`src/sv/arbd_pkg.sv`:
```
// ----------------------------------------------------------------------------
// Audio ring DMA block scheduler package
// Shared constants, codes and interface structs for the scheduler core.
// ----------------------------------------------------------------------------
package arbd_pkg;

    // Default sizes for the top-level parameters.
    localparam int RING_BYTES_DEF = 65536;
    localparam int MAX_BLOCK_DEF  = 4096;

    localparam int ADDR_W  = 24;
    localparam int COUNT_W = 12;
    localparam int QUEUE_W = 17;
    localparam int LEN_W   = 17;

    // A DMA block may not cross a 64 KiB page of physical memory.
    localparam logic [LEN_W-1:0] SEG_BYTES = 17'h10000;

    localparam logic [7:0] SILENCE  = 8'd128;
    localparam logic [6:0] VOL_FULL = 7'd100;

    // Truncating divide by 100 for products below 2**14: q = (m * 10486) >> 20.
    localparam int              SCALE_MAG_W = 14;
    localparam logic [13:0]     SCALE_RECIP = 14'd10486;
    localparam int              SCALE_SHIFT = 20;

    typedef enum logic [2:0] {
        ACT_WRITE  = 3'd0,
        ACT_DONE   = 3'd1,
        ACT_PAUSE  = 3'd2,
        ACT_RESUME = 3'd3,
        ACT_STOP   = 3'd4,
        ACT_READ   = 3'd5
    } action_t;

    typedef enum logic [1:0] {
        REG_VOLUME = 2'd0,
        REG_MUTED  = 2'd1,
        REG_BASE   = 2'd2
    } reg_index_t;

    typedef struct packed {
        logic               start;
        logic [ADDR_W-1:0]  addr;
        logic [COUNT_W-1:0] count;
    } issue_t;

    typedef struct packed {
        logic playing;
        logic paused;
    } status_t;

endpackage

```
`src/sv/arbd_scale.sv`:
```
// ----------------------------------------------------------------------------
// Volume scaler
// Sample scaling pipeline, registered after the multiply, that produces the ring write port.
// ----------------------------------------------------------------------------
module arbd_scale #(
    parameter int RING_BYTES = arbd_pkg::RING_BYTES_DEF
) (
    input  logic                          clk,
    input  logic                          rst_n,
    input  logic                          wr_en,
    input  logic [$clog2(RING_BYTES)-1:0] wr_addr,
    input  logic [7:0]                    sample,
    input  logic [6:0]                    volume,
    input  logic                          muted,
    output logic                          mem_we,
    output logic [$clog2(RING_BYTES)-1:0] mem_waddr,
    output logic [7:0]                    mem_wdata
);

    localparam int PW = $clog2(RING_BYTES);

    logic                                a_valid_reg;
    logic [PW-1:0]                       a_addr_reg;
    logic                                a_bypass_reg;
    logic [7:0]                          a_byp_val_reg;
    logic                                a_neg_reg;
    logic [arbd_pkg::SCALE_MAG_W-1:0]    a_mag_reg;

    logic                                neg;
    logic [7:0]                          mag;
    logic [14:0]                         prod;
    logic [27:0]                         quot_prod;
    logic [7:0]                          quot;

    assign neg  = (sample < arbd_pkg::SILENCE);
    assign mag  = neg ? (arbd_pkg::SILENCE - sample) : (sample - arbd_pkg::SILENCE);
    assign prod = 15'(mag) * 15'(volume);

    always_ff @(posedge clk or negedge rst_n)
    begin
        if (!rst_n)
        begin
            a_valid_reg <= 1'b0;
        end
        else
        begin
            a_valid_reg <= wr_en;
        end
    end

    always_ff @(posedge clk)
    begin
        if (wr_en)
        begin
            a_addr_reg    <= wr_addr;
            a_neg_reg     <= neg;
            // For a volume below 100 the product is at most 128 * 99, so 14 bits hold it.
            a_mag_reg     <= prod[arbd_pkg::SCALE_MAG_W-1:0];
            a_bypass_reg  <= muted || (volume == 7'd0) || (volume >= arbd_pkg::VOL_FULL);
            a_byp_val_reg <= (muted || (volume == 7'd0)) ? arbd_pkg::SILENCE : sample;
        end
    end

    // The quotient is at most 126, so the level stays inside 2..254 and
    // needs no clamp.
    assign quot_prod = 28'(a_mag_reg) * 28'(arbd_pkg::SCALE_RECIP);
    assign quot      = quot_prod[arbd_pkg::SCALE_SHIFT +: 8];

    assign mem_we    = a_valid_reg;
    assign mem_waddr = a_addr_reg;
    assign mem_wdata = a_bypass_reg ? a_byp_val_reg :
                       (a_neg_reg ? (arbd_pkg::SILENCE - quot) : (arbd_pkg::SILENCE + quot));

endmodule

```
`config.mk`:
```
export PLATFORM = sky130hd
export DESIGN_NAME = arbd_scale
export DESIGN_NICKNAME = d
export VERILOG_FILES = /design/src/sv/arbd_pkg.sv /design/src/sv/arbd_scale.sv
export SDC_FILE = /design/constraint.sdc
export NUM_CORES = 1
export LEC_CHECK = 0
export ABC_AREA = 0
export BUFFER_PORTS_ARGS = -buffer_cell sky130_fd_sc_hd__buf_2
export CAP_MARGIN = 20
export CORE_MARGIN = 1.5
export CORE_UTILIZATION = 56
export CTS_CLUSTER_DIAMETER = 150
export DETAILED_ROUTE_END_ITERATION = 16
export GPL_TIMING_DRIVEN = 0
export PLACE_DENSITY = 0.75
export RECOVER_POWER = 50
export SLEW_MARGIN = 20
export SYNTH_ARGS = -nofsm -noshare
export SYNTH_HDL_FRONTEND = slang
export SYNTH_SLANG_ARGS = --single-unit
export TNS_END_PERCENT = 20
```
`constraint.sdc`:
```
create_clock -name clk -period 5.6 [get_ports clk]
set_input_delay 0.56 -clock clk [delete_from_list [all_inputs] [get_ports clk]]
set_output_delay 0.56 -clock clk [all_outputs]
set_load 0.01 [all_outputs]
```
==> out/results.txt, run 1 <==
The run finished, with violations left. The checks that failed: capacitance limit, slew limit, setup timing. Starting utilization of the core area: 0.574. TritonCTS built the clock tree. For the global-route usage over all layers, the log shows 0.247.

The worst hold path belongs to the class primary input to asynchronous set/reset pin. The logs give 41 for the sink count of the clock tree and 40 for the count of standard-cell rows. The tools report the critical path launch point type as a register.

After detailed routing, the number of vias per cell comes to 5.37. For this run, the leading register cell type out of synthesis is edfxtp_1. The fraction of layout cells with a size suffix above 1 came out at 0.193. Among the stages of the critical path, the cell type that occurs most often is fa_1.

Routability congestion estimate: 0.906. Final worst-path cycle share: 1.10. The worst-case setup margin in the final layout is -0.549 ns.

The area share of the largest cell type after synthesis is 0.263. The synthesis-stage register bit count was 41; the first-pass GRT wire length was 25,600 um. The largest driver fanout on the critical path was 4. The cell class contributing the biggest share of worst-path delay is adder cells. Sorting the synthesized cells by area gives the leading types as fa_1 26%, ha_1 23%, edfxtp_1 17%, inv_1 9.2%, and2_1 3.2%. The number of flip-flops in the largest register was 16.

The total via count in the routed design is 5,198, and the I/O pin total is 60. The tools report the number of hold violations in the final report as 0. Traced cell by cell, the critical path runs through buf_6, fa_1, ha_1, inv_2, fa_1, inv_2, fa_1, inv_1, fa_1, inv_2, ha_4, a21oi_4, o211ai_1, a2111oi_2, buf_4, a31oi_4, mux2i_2, o21a_1, and4_1, nor4_2, buf_2. In this run, synthesis inferred 40 flip-flops with an integrated enable.

Data arrives at the worst endpoint at 5.59 ns. The run gives 0.682 as the final core utilization. The routed wire length was 15,200 um; the cell area after synthesis was 6930 um^2.

The die is 114 um tall. The cell type of the slowest stage on the worst timing path is fa_1. Derived from the worst setup path, the maximum achievable clock frequency is 163 MHz. The H-tree was split into 2 levels.

The total of buffers placed on input and output ports was 56; the critical path buffer and inverter count was 7. 0 antenna diodes ended up in the layout. The biggest area contributor in the post-synthesis netlist is fa_1.

inv_1 is the most common cell in the netlist. At the pin with the least slew margin, the transition time is 2.06 ns. Fill cells in the final layout number 874. The largest incremental delay on the critical path is 0.52 ns. After the first detailed-routing iteration, the DRC count stood at 217. Clock tree synthesis selected as its root buffer the cell clkbuf_16. The die covers 13,000 um^2.

The number of global-route vias before repair was 5,637. Setup violations remaining at the end of the flow were counted as 8. Counting every instance in the synthesized netlist gives 701. In the routed design, unresolved DRC markers number 0. The aggregate global routing overflow came out at 0. After synthesis, the most frequently instantiated cells are 169 x inv_1, 129 x ha_1, 91 x fa_1. Setup repair after global routing could not meet its margin everywhere. The run gives 0 as the remaining number of nets flagged by the antenna check after routing. Entering global routing, the biggest net connects 42 pins. The run gives 956 as the number of nets produced by synthesis.

The run gives 42 as the final-report max-slew violation count. The number of antenna violations at the first check in global routing is 0, and the count of distinct cell types in the synthesized netlist is 49. Data on the critical path is required at its endpoint by 5.04 ns. The critical path capture point type was an output port. The standard cell core area was 12,100 um^2; the final total negative setup slack was -3.47 ns. In this run the deepest clock path goes through 2 buffers. Type of the worst setup path: register to output port.

The worst slew slack as a fraction of its limit is -0.376. Clock tree synthesis inserted a total of 5 buffers. Worst hold slack across all endpoints: 0.0447 ns. The shortest clock period the worst path allows after layout is 6.15 ns. Number of max-cap violations: 1. The tools report the total iterations of the first detailed-routing run as 4.

The hold buffer count at CTS was 0. The die is 114 um wide. Timing analysis after detailed placement gives a worst setup slack of -0.817 ns.

Post-synthesis sequential area ratio: 0.177. For the count of nets after finishing, the log shows 1,054. The detailed placer's ending HPWL is 11,700 um, and the share of synthesized flip-flops with an asynchronous set or reset is 0.0244.

The area growth from synthesis to layout is 18.7%. For this run, the number of Yosys warnings is 0. The mean area per synthesized cell works out to 9.88 um^2. After clock tree synthesis, the clock-pin slew on the worst setup and hold paths is 0.06 ns.

The routed wire length per instance came out at 15.7 um.
[cells by family (layout without fill, tap and decap cells)]
family                   count (synthesis)  in the layout  synth area share
multiplexers                             4              4           0.00614
AND/OR/NAND/NOR                        146            146             0.108
AO/OA/AOI/OAI                           86             86            0.0826
XOR/XNOR                                27             27            0.0341
flip-flops                              41             41             0.177
buffers and inverters                  177            276            0.0961
adder cells (fa/ha/maj)                220            220             0.496
[routing by layer]
| metal | global-route usage | part of all wire | vias up |
|---|---|---|---|
| met5 | 0 | 0 | - |
| met4 | 0.0767 | 0.022 | 0 |
| met3 | 0.0154 | 0.021 | 29 |
| met2 | 0.460 | 0.53 | 92 |
| met1 | 0.307 | 0.42 | 2598 |
| li1 | - | - | 2479 |
[how the worst max path moves through the flow]
stage                            startpoint            to  slack [ns]  depth (start not counted)
CTS                 a_mag_reg[11]$_DFFE_PP_  mem_wdata[6]       -0.53                         24
detailed placement  a_mag_reg[11]$_DFFE_PP_  mem_wdata[6]       -0.82                         22
floorplan           a_mag_reg[10]$_DFFE_PP_  mem_wdata[5]      0.0009                         15
global placement    a_mag_reg[11]$_DFFE_PP_  mem_wdata[6]       -0.67                         22
global route        a_mag_reg[11]$_DFFE_PP_  mem_wdata[6]       -0.85                         24
finish              a_mag_reg[11]$_DFFE_PP_  mem_wdata[7]       -0.55                         21
[through the flow]
stage,cells,instance area [um^2]
after floorplan,701,6960
after global routing,968,8220
after detailed placement,925,7450
after CTS,966,8180
after global placement,925,7450
final,968,8220
[timing repair]
item                                    4_1_cts  5_1_grt
endpoints found under the setup margin       11       10
buffers inserted                             34        2
gates resized for setup                      64        7
pin swaps                                    59       11
[placed cells by master, fill, tap and decap left out, types with 4 or more instances in the layout]
cell type / Yosys / layout
nor2b_1: 6 / 6
nand4_1: 4 / 4
and2_1: 35 / 35
o21ai_0: 20 / 15
o21a_1: 5 / 5
buf_4: 0 / 29
inv_2: 0 / 8
xor2_1: 14 / 10
o21ai_1: 0 / 4
nor2_1: 20 / 16
inv_1: 169 / 161
o211ai_1: 6 / 6
a21oi_1: 22 / 18
buf_6: 0 / 7
edfxtp_1: 40 / 40
nor3_1: 9 / 8
a21o_1: 5 / 5
xnor2_1: 13 / 13
fa_1: 91 / 89
clkbuf_1: 7 / 13
clkbuf_16: 0 / 5
or3_1: 4 / 4
ha_4: 0 / 13
nand3_1: 9 / 7
ha_1: 129 / 115
buf_2: 1 / 51
nand2_1: 43 / 41
[cell type report]
| type | count | area [um^2] | share of cell area |
|---|---|---|---|
| Tap cell | 168 | 210 | 0.0256 |
| Multi-Input combinational cell | 483 | 5400 | 0.657 |
| Clock buffer | 7 | 143 | 0.0173 |
| Inverter | 169 | 634 | 0.0772 |
| Sequential cell | 41 | 1230 | 0.149 |
| Clock inverter | 1 | 7.51 | 0.000913 |
| Timing Repair Buffer | 92 | 569 | 0.0692 |
| Buffer | 7 | 27.5 | 0.00335 |
Power of run 1 is not shown: default switching activity piles up to over one toggle a cycle in this logic, so the estimate is an artifact.
==> inputs of run 2 (changes only) <==
CORE_UTILIZATION = 63   (was 56)
PLACE_DENSITY = 0.8   (was 0.75)
clock period = 6.4 ns   (was 5.6 ns; I/O delays follow)
==> out/results.txt, run 2 (synthesized netlist as in run 1, its figures left out) <==
The run finished, with violations left. The final reports fail on capacitance limit, slew limit, setup timing. The tools report the upper clock frequency limit as 155 MHz. Final worst-path cycle share: 1.01. The hold buffer count at CTS came out at 0 (unchanged). The first-pass GRT wire length is 25,400 um (-0.67%), and the number of max-cap violations is 1 (unchanged). The final count of negative-setup-slack endpoints was 3 (-5); the aggregate global routing overflow was 0 (unchanged).

The total of buffers placed on input and output ports came out at 56 (unchanged). Total iterations of the first detailed-routing run: 5 (+1). Cell type of the slowest stage on the worst timing path: fa_2.

The run gives 38 (-5.0%) as the count of standard-cell rows. The worst hold slack across all endpoints was 0.109 ns (+0.0642 ns). For the routed wire length, the log shows 15,400 um (+1.6%). The area overhead of the layout relative to synthesis is 17.1%.

The routed wire length per instance is 16.4 um (+4.8%), and the global-route usage over all layers is 0.281 (+0.0342). The run gives 1,052 (-0.19%) as the count of nets after finishing. The number of flip-flops in the largest register came out at 16 (unchanged). The ratio of routed vias to standard cells was 5.56 (+3.5%); the area of all placed cells without fillers was 8110 um^2 (-1.4%). The type of the worst setup path is register to output port.

TritonCTS built the clock tree. For the worst-case setup margin in the final layout, the log shows -0.0495 ns (+0.500 ns). The I/O pin total is 60 (unchanged), and the standard cell core area is 10,800 um^2 (-11%). The critical path buffer and inverter count was 7 (unchanged). Leading cell type in the layout, fill and taps excluded: inv_1. The non-filler instance count after layout was 938 (-3.1%).

The tools report the cell area after placement as 7380 um^2 (-0.87%). Die span in y: 108 um (-5.6%). The number of diodes added for antenna fixing is 0 (unchanged), and the placed instance count is 897 (-3.0%). The number of levels in the clock H-tree was 2 (unchanged); the fraction of layout cells with a size suffix above 1 was 0.195 (+0.00299).

The worst path arrival time was 5.81 ns (+0.22 ns); the final-report max-slew violation count was 42 (unchanged). The worst setup path is captured at an output port. The sink count of the clock tree came out at 41 (unchanged). The die width is 108 um (-5.6%), and the number of remaining DRC errors is 0 (unchanged). Number of hold violations in the final report: 0 (unchanged). The required arrival time at the worst endpoint is 5.76 ns (+0.72 ns).

Counting I/O delays and the setup requirement, the final critical path takes 6.45 ns. The largest incremental delay on the critical path works out to 0.59 ns (+0.07 ns). The TritonCTS buffer count is 5 (unchanged), and the detailed placer's ending HPWL is 11,900 um (+1.8%). The routability congestion estimate is 0.876 (-3.4%).

The total via count in the routed design is 5,214 (+0.31%). Setup repair after global routing could not meet its margin everywhere. In the layout the commonest cells are 162 x inv_1, 117 x ha_1, 89 x fa_1, 56 x buf_2, 41 x nand2_1. The run gives 300 (+38%) as the number of DRC markers after the initial detailed-route iteration. Class of the most critical hold timing path: primary input to asynchronous set/reset pin.

The run gives 42 (unchanged) as the largest net degree at the start of global routing. The maximum count of clock buffers along a single path came out at 2 (unchanged). The area enclosed by the die boundary was 11,600 um^2 (-11%). The starting utilization of the core area is 0.642 (+0.0675).

Walking the worst path, the cells encountered are buf_4, buf_4, ha_4, fa_2, fa_1, fa_1, inv_1, fa_1, inv_1, ha_1, nand2_2, nor3_2, nand4b_1, buf_4, nand3_1, nand3b_1, buf_4, o31ai_4, xor2_1, o21ai_0, buf_2. The run gives 0 (unchanged) as the number of antenna violations at the first check in global routing. The tools report the number of global-route vias before repair as 5,571 (-1.2%).

Root buffer selected by CTS: clkbuf_8. The largest driver fanout on the critical path was 4 (unchanged). Actual slew at the worst max-slew pin: 2.02 ns (-0.0431 ns). Cell type with the highest occurrence count on the critical path: buf_4.

The remaining number of nets flagged by the antenna check after routing was 0 (unchanged); the worst slew slack as a fraction of its limit was -0.347 (+0.0287). Clock transition at the registers of the reported paths: 0.07 ns (about the same). Grouping stages by cell kind, the critical path spends the most delay in adder cells. The worst setup path is launched from a register.
run 2: cell type report:
| class | instances | area (um^2) |
|---|---|---|
| multi-input cells | 483 | 5410 |
| fillers | 708 | 2680 |
| flip-flops and latches | 41 | 1230 |
| inverters | 169 | 637 |
| repair buffers | 90 | 546 |
| well taps | 140 | 175 |
| clock buffers | 5 | 68.8 |
| plain buffers | 7 | 27.5 |
| clock inverters | 3 | 17.5 |
run 2: routing by layer:
metal,track usage,part of all wire,vias to the layer above
met5,0,0,-
met4,0.0893,0.029,0
met3,0.0260,0.038,37
met2,0.516,0.52,124
met1,0.348,0.41,2581
li1,-,-,2472
run 2: final timing paths:
check,endpoint,from,cells after the start
worst max-delay path,mem_wdata[4],a_mag_reg[11]$_DFFE_PP_,21
worst min-delay path,mem_we$_DFF_PN0_,rst_n,1
max in group asynchronous,mem_we$_DFF_PN0_,rst_n,1
min in group clk,mem_waddr[0]$_DFFE_PP_,wr_addr[0],1
run 2: through the flow:
| stage | worst slack (ns) | TNS, ns | utilization |
|---|---|---|---|
| finish | -0.0495 | -0.106 | 0.751 |
| global route | -0.248 | -0.965 | 0.751 |
| CTS | 0.00236 | 0 | 0.728 |
| detailed placement | -0.238 | -0.493 | 0.684 |
| global placement | -0.0951 | -0.127 | 0.684 |
| floorplan | 0.584 | 0 | - |
run 2: timing repair:
action,in CTS,in global routing
pin swaps,16,36
endpoints found under the setup margin,7,7
resized for setup,29,42
buffers inserted,25,9
Power of run 2 is left out for the same reason.
