## src/sv/arbd_pkg.sv

```systemverilog
// ----------------------------------------------------------------------------
// Audio ring DMA block scheduler package
// Shared constants, codes and interface structs for the scheduler core.
// ----------------------------------------------------------------------------
package arbd_pkg;

    // Default sizes for the top-level parameters.
    localparam int RING_BYTES_DEF = 65536;
    localparam int MAX_BLOCK_DEF  = 4096;

    localparam int ADDR_W  = 24;
    localparam int COUNT_W = 12;
    localparam int QUEUE_W = 17;
    localparam int LEN_W   = 17;

    // A DMA block may not cross a 64 KiB page of physical memory.
    localparam logic [LEN_W-1:0] SEG_BYTES = 17'h10000;

    localparam logic [7:0] SILENCE  = 8'd128;
    localparam logic [6:0] VOL_FULL = 7'd100;

    // Truncating divide by 100 for products below 2**14: q = (m * 10486) >> 20.
    localparam int              SCALE_MAG_W = 14;
    localparam logic [13:0]     SCALE_RECIP = 14'd10486;
    localparam int              SCALE_SHIFT = 20;

    typedef enum logic [2:0] {
        ACT_WRITE  = 3'd0,
        ACT_DONE   = 3'd1,
        ACT_PAUSE  = 3'd2,
        ACT_RESUME = 3'd3,
        ACT_STOP   = 3'd4,
        ACT_READ   = 3'd5
    } action_t;

    typedef enum logic [1:0] {
        REG_VOLUME = 2'd0,
        REG_MUTED  = 2'd1,
        REG_BASE   = 2'd2
    } reg_index_t;

    typedef struct packed {
        logic               start;
        logic [ADDR_W-1:0]  addr;
        logic [COUNT_W-1:0] count;
    } issue_t;

    typedef struct packed {
        logic playing;
        logic paused;
    } status_t;

endpackage

```

## src/sv/arbd_sched.sv

```systemverilog
// ----------------------------------------------------------------------------
// Ring pointer and DMA block scheduler
// Holds the ring pointers and playback flags and decides block issue.
// ----------------------------------------------------------------------------
module arbd_sched #(
    parameter int RING_BYTES = arbd_pkg::RING_BYTES_DEF,
    parameter int MAX_BLOCK  = arbd_pkg::MAX_BLOCK_DEF
) (
    input  logic                            clk,
    input  logic                            rst_n,
    input  logic                            step,
    input  logic [2:0]                      action,
    input  logic                            end_of_write,
    input  logic [arbd_pkg::ADDR_W-1:0]     ring_base,
    output logic                            wr_ok,
    output logic [$clog2(RING_BYTES)-1:0]   wr_pos,
    output arbd_pkg::issue_t                issue,
    output logic [$clog2(RING_BYTES+1)-1:0] fill_next,
    output arbd_pkg::status_t               status_next
);

    localparam int PW = $clog2(RING_BYTES);
    localparam int CW = $clog2(RING_BYTES + 1);
    localparam int LW = arbd_pkg::LEN_W;

    localparam logic [CW-1:0] FILL_FULL = CW'(RING_BYTES);
    localparam logic [LW-1:0] RING_LEN  = LW'(RING_BYTES);
    localparam logic [LW-1:0] MAX_LEN   = LW'(MAX_BLOCK);
    localparam logic [PW-1:0] POS_LAST  = PW'(RING_BYTES - 1);

    logic [PW-1:0] wp_reg, wp_next;
    logic [PW-1:0] rp_reg, rp_next;
    logic [CW-1:0] fill_reg, fill_mid;
    logic          flight_reg, flight_next;
    logic          pause_reg, pause_next;

    logic [PW-1:0]               wp_mid;
    logic                        try_en;
    logic                        t_pause;
    logic                        t_flight;
    logic                        can_issue;
    logic [arbd_pkg::ADDR_W-1:0] phys;
    logic [LW-1:0]               seg_left;
    logic [LW-1:0]               to_end;
    logic [LW-1:0]               n1, n2, n;
    logic [LW-1:0]               rp_sum;
    logic [CW-1:0]               fill_out;

    assign wr_ok  = (fill_reg != FILL_FULL);
    assign wr_pos = wp_reg;

    always_comb
    begin
        wp_mid   = wp_reg;
        fill_mid = fill_reg;
        t_pause  = pause_reg;
        t_flight = flight_reg;
        try_en   = 1'b0;
        unique case (action)
            arbd_pkg::ACT_WRITE:
            begin
                if (wr_ok)
                begin
                    wp_mid   = (wp_reg == POS_LAST) ? '0 : wp_reg + PW'(1);
                    fill_mid = fill_reg + CW'(1);
                end
                try_en = end_of_write || (wp_mid == '0) || (fill_mid == FILL_FULL);
            end
            arbd_pkg::ACT_DONE:
            begin
                t_flight = 1'b0;
                try_en   = 1'b1;
            end
            arbd_pkg::ACT_RESUME:
            begin
                t_pause = 1'b0;
                try_en  = 1'b1;
            end
            default:
            begin
            end
        endcase

        phys      = ring_base + arbd_pkg::ADDR_W'(rp_reg);
        can_issue = try_en && !t_pause && !t_flight && (fill_mid != '0) && (phys != '0);

        seg_left = arbd_pkg::SEG_BYTES - LW'(phys[15:0]);
        to_end   = RING_LEN - LW'(rp_reg);
        n1       = (LW'(fill_mid) < MAX_LEN) ? LW'(fill_mid) : MAX_LEN;
        n2       = (n1 < seg_left) ? n1 : seg_left;
        n        = (n2 < to_end) ? n2 : to_end;
        rp_sum   = LW'(rp_reg) + n;

        issue.start = can_issue;
        issue.addr  = can_issue ? phys : '0;
        issue.count = can_issue ? 12'(n - LW'(1)) : '0;

        wp_next     = wp_mid;
        rp_next     = rp_reg;
        fill_out    = fill_mid;
        flight_next = t_flight;
        pause_next  = t_pause;
        if (can_issue)
        begin
            rp_next     = (rp_sum == RING_LEN) ? '0 : rp_sum[PW-1:0];
            fill_out    = fill_mid - CW'(n);
            flight_next = 1'b1;
        end

        priority if (action == arbd_pkg::ACT_PAUSE)
        begin
            pause_next = 1'b1;
        end
        else if (action == arbd_pkg::ACT_STOP)
        begin
            pause_next  = 1'b1;
            flight_next = 1'b0;
            wp_next     = '0;
            rp_next     = '0;
            fill_out    = '0;
        end
        else
        begin
        end
    end

    assign fill_next           = fill_out;
    assign status_next.playing = flight_next;
    assign status_next.paused  = pause_next;

    always_ff @(posedge clk or negedge rst_n)
    begin
        if (!rst_n)
        begin
            wp_reg     <= '0;
            rp_reg     <= '0;
            fill_reg   <= '0;
            flight_reg <= 1'b0;
            pause_reg  <= 1'b0;
        end
        else if (step)
        begin
            wp_reg     <= wp_next;
            rp_reg     <= rp_next;
            fill_reg   <= fill_out;
            flight_reg <= flight_next;
            pause_reg  <= pause_next;
        end
    end

endmodule

```

## config.mk

```make
export PLATFORM = sky130hd
export DESIGN_NAME = arbd_sched
export DESIGN_NICKNAME = d
export VERILOG_FILES = /design/src/sv/arbd_pkg.sv /design/src/sv/arbd_sched.sv
export SDC_FILE = /design/constraint.sdc
export NUM_CORES = 1
export LEC_CHECK = 0
export ABC_CLOCK_PERIOD_IN_PS = 13270
export BUFFER_PORTS_ARGS = -buffer_cell sky130_fd_sc_hd__buf_4
export CORE_ASPECT_RATIO = 1.25
export CORE_UTILIZATION = 45
export DETAILED_ROUTE_END_ITERATION = 8
export GPL_ROUTABILITY_DRIVEN = 0
export PLACE_DENSITY = 0.64
export SLEW_MARGIN = 20
export SYNTH_ARGS = -nofsm -noshare
export SYNTH_HDL_FRONTEND = slang
export SYNTH_SLANG_ARGS = --single-unit
```

## constraint.sdc

```tcl
create_clock -name clk -period 13.27 [get_ports clk]
set_input_delay 0.6635 -clock clk [delete_from_list [all_inputs] [get_ports clk]]
set_output_delay 0.6635 -clock clk [all_outputs]
set_load 0.01 [all_outputs]
```

==> results of run 1 <==
==> metal layers <==
metal,part of all wire (%),global-route usage (%)
met4,3.0,10.0
met2,49,50.9
met1,42,35.0
met3,5.9,2.20
met5,0,0
==> cell families (layout without fill, tap and decap cells) <==
| family | Yosys count | after routing | synth area share [%] |
|---|---|---|---|
| flip-flops | 51 | 51 | 14.6 |
| AND/OR/NAND/NOR | 488 | 488 | 27.2 |
| other | 1 | 4 | 0.0429 |
| multiplexers | 18 | 18 | 2.12 |
| XOR/XNOR | 99 | 99 | 9.91 |
| adder cells (fa/ha/maj) | 90 | 90 | 13.1 |
| buffers and inverters | 130 | 183 | 6.26 |
| AO/OA/AOI/OAI | 344 | 344 | 26.8 |
==> stage by stage <==
step / total power [µW] / util [%] / setup slack (ns)
5_1_grt: 2960 / 51.6 / 0.206
3_5_place_dp: 2480 / 50.6 / 1.44
2_1_floorplan: 1950 / - / 2.62
6_report: 2690 / 51.6 / 1.04
4_1_cts: 2660 / 51.6 / 1.24
3_3_place_gp: 2460 / 50.6 / 1.67
==> cell usage in the layout (no fill, tap or decap), drive strengths merged, types with 21 or more instances in the layout <==
master    n
nor2    141
nand2   118
buf     107
ha       87
o21ai    75
a21oi    74
inv      68
xnor2    66
dfrtp    51
nor3     43
nand3    37
xor2     33
nand4    31
o31ai    24
a21o     21
==> worst register-to-register path, delay by kind of cell, from the launching register on <==
family	cells	cell delay (ns)
flops	1	0.54
buf+inv	2	0.16
compound gates	16	5.33
fa+ha+maj	5	1.71
simple gates	15	3.35
xor+xnor	1	0.22
==> worst min-delay path by stage <==
stage                     from          end  slack (ns)  cells after the start
CTS                      rst_n   wr_pos[12]        0.43                      1
floorplan                rst_n  fill_reg[0]        0.37                      0
detailed placement  flight_reg   flight_reg        0.55                      1
global placement    flight_reg   flight_reg        0.55                      1
global route             rst_n   wr_pos[12]        0.45                      1
finish                   rst_n   wr_pos[14]        0.39                      1
==> synthesized netlist by cell type (4+ instances only) <==
master | number | area, µm²
o22ai_1 | 5 | 31.3
dfrtp_1 | 51 | 1280
nand2b_1 | 10 | 62.6
buf_4 | 6 | 45.0
mux2i_1 | 14 | 140
xor2_1 | 33 | 289
a21o_1 | 21 | 158
a31oi_1 | 12 | 75.1
ha_1 | 87 | 1090
or3_1 | 15 | 93.8
o2bb2ai_1 | 12 | 105
nand2_1 | 118 | 443
nor2_1 | 140 | 526
or4_1 | 9 | 67.6
mux2_2 | 4 | 45.0
o21a_1 | 14 | 105
buf_2 | 20 | 100
nor3_1 | 43 | 215
nand3_1 | 36 | 180
o21bai_1 | 7 | 52.6
nand4_1 | 31 | 194
inv_1 | 66 | 248
and2_1 | 19 | 119
a22o_1 | 16 | 140
o21ai_0 | 74 | 370
o31ai_1 | 24 | 180
o2111ai_1 | 6 | 52.6
o211ai_1 | 13 | 97.6
xnor2_1 | 66 | 578
nand3b_1 | 4 | 30.0
or2_2 | 8 | 50.1
buf_1 | 4 | 15.0
a311oi_1 | 4 | 35.0
nor2b_1 | 9 | 56.3
nor4_1 | 18 | 113
a211oi_1 | 16 | 120
clkbuf_1 | 31 | 116
and3_1 | 10 | 62.6
and4_1 | 4 | 35.0
a21oi_1 | 74 | 370
==> area by class of cell <==
class	count	area, µm²	share of cell area (%)
multi-input cells	1043	6940	71.1
flip-flops and latches	51	1280	13.1
repair buffers	107	803	8.23
well taps	232	290	2.98
inverters	68	260	2.67
clock buffers	6	129	1.32
clock inverters	2	60.1	0.616
==> power by group through the flow <==
| stage | Sequential (µW) | Clock [µW] | Combinational (µW) |
|---|---|---|---|
| CTS | 302 | 177 | 2180 |
| finish | 306 | 174 | 2210 |
| floorplan | 241 | 0 | 1700 |
| global placement | 306 | 0 | 2150 |
| detailed placement | 305 | 0 | 2170 |
| global route | 313 | 182 | 2460 |
==> results.tsv, run 1 <==
metric	value	unit
status	completed	
criticalPathCategory	reg -> out	
maxSlewHeadroom	31.6	%
drt_wl_total	28300	µm
critical_path.most_common_cell	nand2_1	
ios	104	
route.detailed.drc	0	
tns	0	ns
critPathLaunchType	flop	
path_clk_slew	0.07	ns
final_area	9760	µm²
synth-edff-count	0	
leakagePower	0.00438	µW
grt_setup_unrepaired	false	
largest_reg_flops	17	
cts.sink_count	51	
post-route-min-period	12.23	ns
async_reset_ff_share	100	%
power_frac_comb	82.1	%
ff2ff_path_depth	39	
worstHoldPathType	in -> async	
setup_viol	0	
drive_gt1_share	11.4	%
clock_skew	0.00396	ns
wl_per_cell	18.8	µm
numCtsBuffers	5	
avgSynthCellArea	7.17	µm²
yosysSeqAreaShare	14.6	%
nets	1397	
cpPeakStageDelay	0.78	ns
syn_to_final_growth	11.5	%
critPathCaptureType	output pin	
port_buffers	103	
die_width	127	µm
intPower	1210	µW
ys_types	83	
clock_latency	0.30	ns
num_vias	9369	
fmax	81.8	MHz
viasPerCell	6.21	
cap_violations	0	
r2r_start	rp_reg[0]	
synthCells	1221	
p_per_area	276	nW/µm²
ir_worst_vdd	103	µV
cts_resized	0	
initial_core_util	46.3	%
min_period_over_period	92.2	%
hpwlAfterDp	22400	µm
grt_max_degree	52	
hold_violations	0	
dieArea	20000	µm²
worst_ep_required_time	12.61	ns
timing.hold.ws	0.386	ns
die_y	158	µm
ys_ff_latch	51	
htree_levels	2	
r2r_setup_slack	1.90	ns
clock_path_buffers	2	
final-instance-count-excl-fill	1509	
p_clk_share	6.5	%
critPathLaunch	rp_reg[0]	
grt_pass1_vias	8627	
antennaDiodeCount	0	
place_area	9570	µm²
synthesis.area	8750	µm²
synth_warnings	0	
n_fill_cell	1907	
worst_pin_slew	1.03	ns
crit_end	fill_next[16]	
holdBufCountCts	0	
worst-path-stages	40	
root_buffer	clkbuf_16	
critPathBufInv	3	
cpMaxStageDelayCell	o31a_1	
grt_usage	28.1	%
cp.arrival	11.57	ns
worstPathMaxFanout	26	
cp_top_family	compound AO/OA/AOI/OAI gates	
drtIter0Drc	774	
placeableCoreArea	18900	µm²
drv_slew	0	
grt_pass1_wl	44500	µm
sw_frac_of_total	54.9	%
postCtsSetupBuffers	0	
grt-ovfl-total	0	
reg2reg_to	fill_reg[16]	
rows	56	
first_pass_iters	6	
place_inst	1501	
synthFlopType	dfrtp_1	
cts_tree	built	
p_switching	1480	µW
antenna_found_initial	0	
p_seq_share	11.4	%
antenna_left	0	
Note: power is estimated with default switching activity, not from simulation.
==> run 2, diff against run 1 <==
==> constraint.sdc (replaced) <==
create_clock -name clk -period 13.27 [get_ports clk]
set_input_delay 0 -clock clk [delete_from_list [all_inputs] [get_ports clk]]
set_output_delay 0 -clock clk [all_outputs]
set_load 0.01 [all_outputs]
==> results.tsv, run 2 (synthesis results as in run 1) <==
metric	value	unit	change
clock_path_buffers	2		unchanged
place_area	9570	µm²	about the same
tns	0	ns	unchanged
critPathCaptureType	output pin		
place_inst	1502		+0.067%
final_area	9740	µm²	-0.19%
path_clk_slew	0.07	ns	about the same
cts_tree	built		
die_width	127	µm	unchanged
final_cell_mix	140 x nor2_1, 118 x nand2_1, 108 x buf_4, 87 x ha_1		
cp_top_family	compound AO/OA/AOI/OAI gates		
drtIter0Drc	598		-23%
route.detailed.drc	0		unchanged
cpMaxStageDelayCell	o31a_1		
critPathBufInv	3		unchanged
cts_resized	0		unchanged
first_pass_iters	7		+1
root_buffer	clkbuf_16		
status	completed		
holdBufCountCts	1		+1
placeableCoreArea	18900	µm²	unchanged
grt_setup_unrepaired	false		
dieArea	20000	µm²	unchanged
cpPeakStageDelay	0.78	ns	about the same
clock_latency	0.31	ns	about the same
cap_violations	0		unchanged
drive_gt1_share	11.6	%	+0.14 points
final-instance-count-excl-fill	1511		+0.13%
post-route-min-period	11.50	ns	-0.727 ns
grt_pass1_vias	8747		+1.4%
criticalPathCategory	reg -> out		
drt_wl_total	28400	µm	+0.40%
p_switching	1480	µW	about the same
place_ws	2.12	ns	+0.673 ns
layout_commonest_cell	nor2_1		
initial_core_util	46.3	%	unchanged
setup_viol	0		unchanged
p_clk_share	5.4	%	-1.1 points
leakagePower	0.00437	µW	-0.12%
grt_max_degree	52		unchanged
rows	56		unchanged
worst_pin_slew	0.886	ns	-0.140 ns
wl_per_cell	18.8	µm	+0.26%
die_y	158	µm	unchanged
power_frac_comb	83.2	%	+1.1 points
critPathLaunchType	flop		
postCtsSetupBuffers	0		unchanged
worstHoldPathType	in -> reg		
antenna_left	0		unchanged
grt-ovfl-total	0		unchanged
num_vias	9367		-0.021%
ios	104		unchanged
intPower	1180	µW	-2.6%
p_seq_share	11.4	%	about the same
min_period_over_period	86.7	%	-5.5 points
ir_worst_vdd	106	µV	+2.6%
drv_slew	0		unchanged
worst_ep_required_time	13.27	ns	+0.66 ns
viasPerCell	6.20		-0.15%
numCtsBuffers	5		unchanged
fmax	86.9	MHz	+6.3%
cp.arrival	11.50	ns	-0.07 ns
p_per_area	273	nW/µm²	-0.98%
worstPathMaxFanout	26		unchanged
port_buffers	103		unchanged
htree_levels	2		unchanged
cts.sink_count	51		unchanged
syn_to_final_growth	11.3	%	
hpwlAfterDp	22400	µm	about the same
nets	1399		+0.14%
n_fill_cell	1949		+2.2%
maxSlewHeadroom	40.9	%	+9.3 points
post-route-worst-setup-slack	1.77	ns	+0.727 ns
antenna_found_initial	0		unchanged
hold_violations	0		unchanged
grt_pass1_wl	45300	µm	+1.8%
largest_reg_flops	17		unchanged
sw_frac_of_total	55.6	%	+0.65 points
antennaDiodeCount	0		unchanged
grt_usage	28.5	%	+0.37 points
clock_skew	0.00679	ns	+0.00284 ns
-- run 2: final timing paths --
check / slack, ns / end / start / depth (start not counted)
setup / recovery: 1.77 / fill_next[16] / rp_reg[0] / 38
hold / removal: 0.03 / pause_reg / action[0] / 2
setup reg to reg: 1.96 / fill_reg[16] / rp_reg[0] / 38
hold reg to reg: 0.58 / pause_reg / pause_reg / 2
max in group asynchronous: 12.48 / rp_reg[0] / rst_n / 2
min in group asynchronous: 0.30 / wr_pos[11] / rst_n / 2
-- run 2: per-layer routing --
layer / GRT usage (%) / up-vias / share of wire, %
li1: - / 4573 / -
met1: 35.1 / 4385 / 42
met2: 51.9 / 342 / 49
met3: 2.20 / 67 / 5.1
met4: 10.6 / 0 / 3.4
met5: 0 / - / 0
-- run 2: cell type report --
type                       instances  area (µm²)  share of cell area, %
clock buffer                       6         139                   1.43
clock inverter                     2        13.8                  0.141
multi-input combinational       1043        6940                   71.2
timing repair buffer             109         821                   8.43
tap                              232         290                   2.98
inverter                          68         260                   2.67
sequential                        51        1280                   13.1
-- run 2: power by group through the flow --
stage,logic (µW),clock network (µW),registers (µW)
global route,2450,151,312
global placement,2160,0,301
CTS,2190,147,299
floorplan,1700,0,241
detailed placement,2170,0,303
finish,2210,142,303
-- run 2: per-stage QoR --
step	power, µW	hold slack (ns)	util [%]
after global routing	2910	0.0342	51.5
after detailed placement	2480	0.112	50.6
after CTS	2630	0.0208	51.5
final	2660	0.0296	51.5
after global placement	2460	0.103	50.6
after floorplan	1950	-0.296	-
==> run 3, diff against run 2 <==
--- a/config.mk
+++ b/config.mk
@@ -5,13 +5,13 @@
 export SDC_FILE = /design/constraint.sdc
 export NUM_CORES = 1
 export LEC_CHECK = 0
-export ABC_CLOCK_PERIOD_IN_PS = 13270
+export ABC_CLOCK_PERIOD_IN_PS = 9900
 export BUFFER_PORTS_ARGS = -buffer_cell sky130_fd_sc_hd__buf_4
 export CORE_ASPECT_RATIO = 1.25
 export CORE_UTILIZATION = 45
 export DETAILED_ROUTE_END_ITERATION = 8
 export GPL_ROUTABILITY_DRIVEN = 0
-export PLACE_DENSITY = 0.64
+export PLACE_DENSITY = 0.67
 export SLEW_MARGIN = 20
 export SYNTH_ARGS = -nofsm -noshare
 export SYNTH_HDL_FRONTEND = slang
==> constraint.sdc (replaced) <==
create_clock -name clk -period 9.9 [get_ports clk]
set_input_delay 0 -clock clk [delete_from_list [all_inputs] [get_ports clk]]
set_output_delay 0 -clock clk [all_outputs]
set_load 0.01 [all_outputs]
==> results.tsv, run 3 (synthesis results as in run 1) <==
metric	value	unit	change
status	completed		
htree_levels	2		unchanged
cts.sink_count	51		unchanged
maxSlewHeadroom	30.8	%	-10 points
clock_skew	0.00733	ns	+0.000535 ns
worstPathMaxFanout	8		-69%
post-route-min-period	9.38	ns	
p_seq_share	9.8	%	-1.6 points
post-route-util	53.9	%	+2.4 points
placeableCoreArea	18900	µm²	unchanged
layout_commonest_cell	buf_4		
route.detailed.drc	0		unchanged
root_buffer	clkbuf_16		
intPower	1750	µW	+48%
p_switching	2090	µW	+41%
final_area	10200	µm²	+4.7%
antenna_found_initial	0		unchanged
hpwlAfterDp	22300	µm	-0.69%
grt_usage	28.4	%	-0.050 points
path_clk_slew	0.07	ns	about the same
worst_pin_slew	1.04	ns	+0.152 ns
drv_slew	0		unchanged
die_width	127	µm	unchanged
clock_path_buffers	2		unchanged
nets	1438		+2.8%
leakagePower	0.00459	µW	+5.0%
place_inst	1534		+2.1%
cts_tree	built		
grt-ovfl-total	0		unchanged
power_frac_comb	85.2	%	+2.0 points
worstHoldPathType	in -> reg		
clock_latency	0.31	ns	about the same
cap_violations	0		unchanged
first_pass_iters	7		unchanged
cp.arrival	9.38	ns	-2.12 ns
critPathCaptureType	output pin		
grt_max_degree	52		unchanged
final_cell_mix	145 x buf_4, 140 x nor2_1, 117 x nand2_1, 87 x ha_1, 72 x a21oi_1		
final-instance-count-excl-fill	1549		+2.5%
sw_frac_of_total	54.4	%	-1.2 points
num_vias	9578		+2.3%
port_buffers	103		unchanged
rows	56		unchanged
grt_pass1_wl	45300	µm	about the same
worst_ep_required_time	9.90	ns	-3.37 ns
p_per_area	377	nW/µm²	+38%
ios	104		unchanged
setup_viol	0		unchanged
viasPerCell	6.18		-0.26%
largest_reg_flops	17		unchanged
ir_worst_vdd	141	µV	+33%
hold_violations	0		unchanged
numCtsBuffers	5		unchanged
total_power	3840	µW	+44%
place_area	9830	µm²	+2.6%
antennaDiodeCount	0		unchanged
die_y	158	µm	unchanged
criticalPathCategory	reg -> out		
critical_path.most_common_cell	ha_1		
cpMaxStageDelayCell	dfrtp_1		
grt_pass1_vias	8777		+0.34%
drtIter0Drc	641		+7.2%
syn_to_final_growth	16.5	%	
drt_wl_total	28500	µm	+0.12%
critPathLaunchType	flop		
cpPeakStageDelay	0.50	ns	-0.28 ns
initial_core_util	46.3	%	unchanged
p_clk_share	5.0	%	-0.4 points
fmax	107	MHz	
dieArea	20000	µm²	unchanged
drive_gt1_share	16.0	%	+4.4 points
antenna_left	0		unchanged
wl_per_cell	18.4	µm	-2.3%
min_period_over_period	94.7	%	
==> run 3: critical path, delay by kind of cell (launching register included) <==
family	cells	cell delay [ns]
AO/OA/AOI/OAI	16	3.28
flip-flops	1	0.50
AND/OR/NAND/NOR	14	2.57
XOR/XNOR	2	0.67
buffers and inverters	5	0.74
adder cells (fa/ha/maj)	4	1.30
==> run 3: cell type report <==
class / instances / area, µm²
Sequential cell: 51 / 1280
Multi-Input combinational cell: 1043 / 7100
Timing Repair Buffer: 148 / 1120
Tap cell: 232 / 290
Clock inverter: 1 / 8.76
Inverter: 68 / 260
Fill cell: 1875 / 8720
Clock buffer: 6 / 139
==> run 3: final timing paths <==
kind                                      end  cells past startpoint  startpoint  slack [ns]
worst max-delay path            fill_next[13]                     41   rp_reg[4]        0.52
worst min-delay path                pause_reg                      2   action[0]        0.04
worst max register to register     rp_reg[14]                     40   rp_reg[4]        0.55
worst min register to register     flight_reg                      1  flight_reg        0.56
max in group asynchronous           rp_reg[1]                      2       rst_n        9.09
min in group asynchronous           wr_pos[3]                      2       rst_n        0.29
==> run 3: timing repair <==
action                                  4_1_cts  5_1_grt
hold buffers                                  1        0
hold endpoints to repair                     51        0
pin swaps                                     1       15
gates resized for setup                       1       35
endpoints found under the setup margin        1       21
setup buffers                                 2        5
==> run 3: stage by stage <==
step	TNS [ns]	hold WS (ns)	setup WS (ns)
after detailed placement	0	0.104	0.102
after global placement	0	0.106	0.301
final	0	0.0392	0.524
after floorplan	0	-0.296	0.0890
after CTS	0	0.0273	0.0271
after global routing	-0.622	0.0516	-0.198
==> run 3: power by group through the flow <==
| stage | logic, µW | clock network (µW) | registers, µW |
|---|---|---|---|
| floorplan | 2290 | 0 | 323 |
| global placement | 3020 | 0 | 376 |
| detailed placement | 3050 | 0 | 377 |
| CTS | 3090 | 193 | 373 |
| global route | 3600 | 203 | 386 |
| finish | 3270 | 191 | 376 |
==> run 3: routing by layer <==
layer | global-route usage, % | part of all wire (%) | vias up
met2 | 50.9 | 48 | 379
met4 | 10.9 | 3.6 | 0
li1 | - | - | 4652
met5 | 0 | 0 | -
met3 | 2.50 | 6.3 | 73
met1 | 35.4 | 42 | 4474
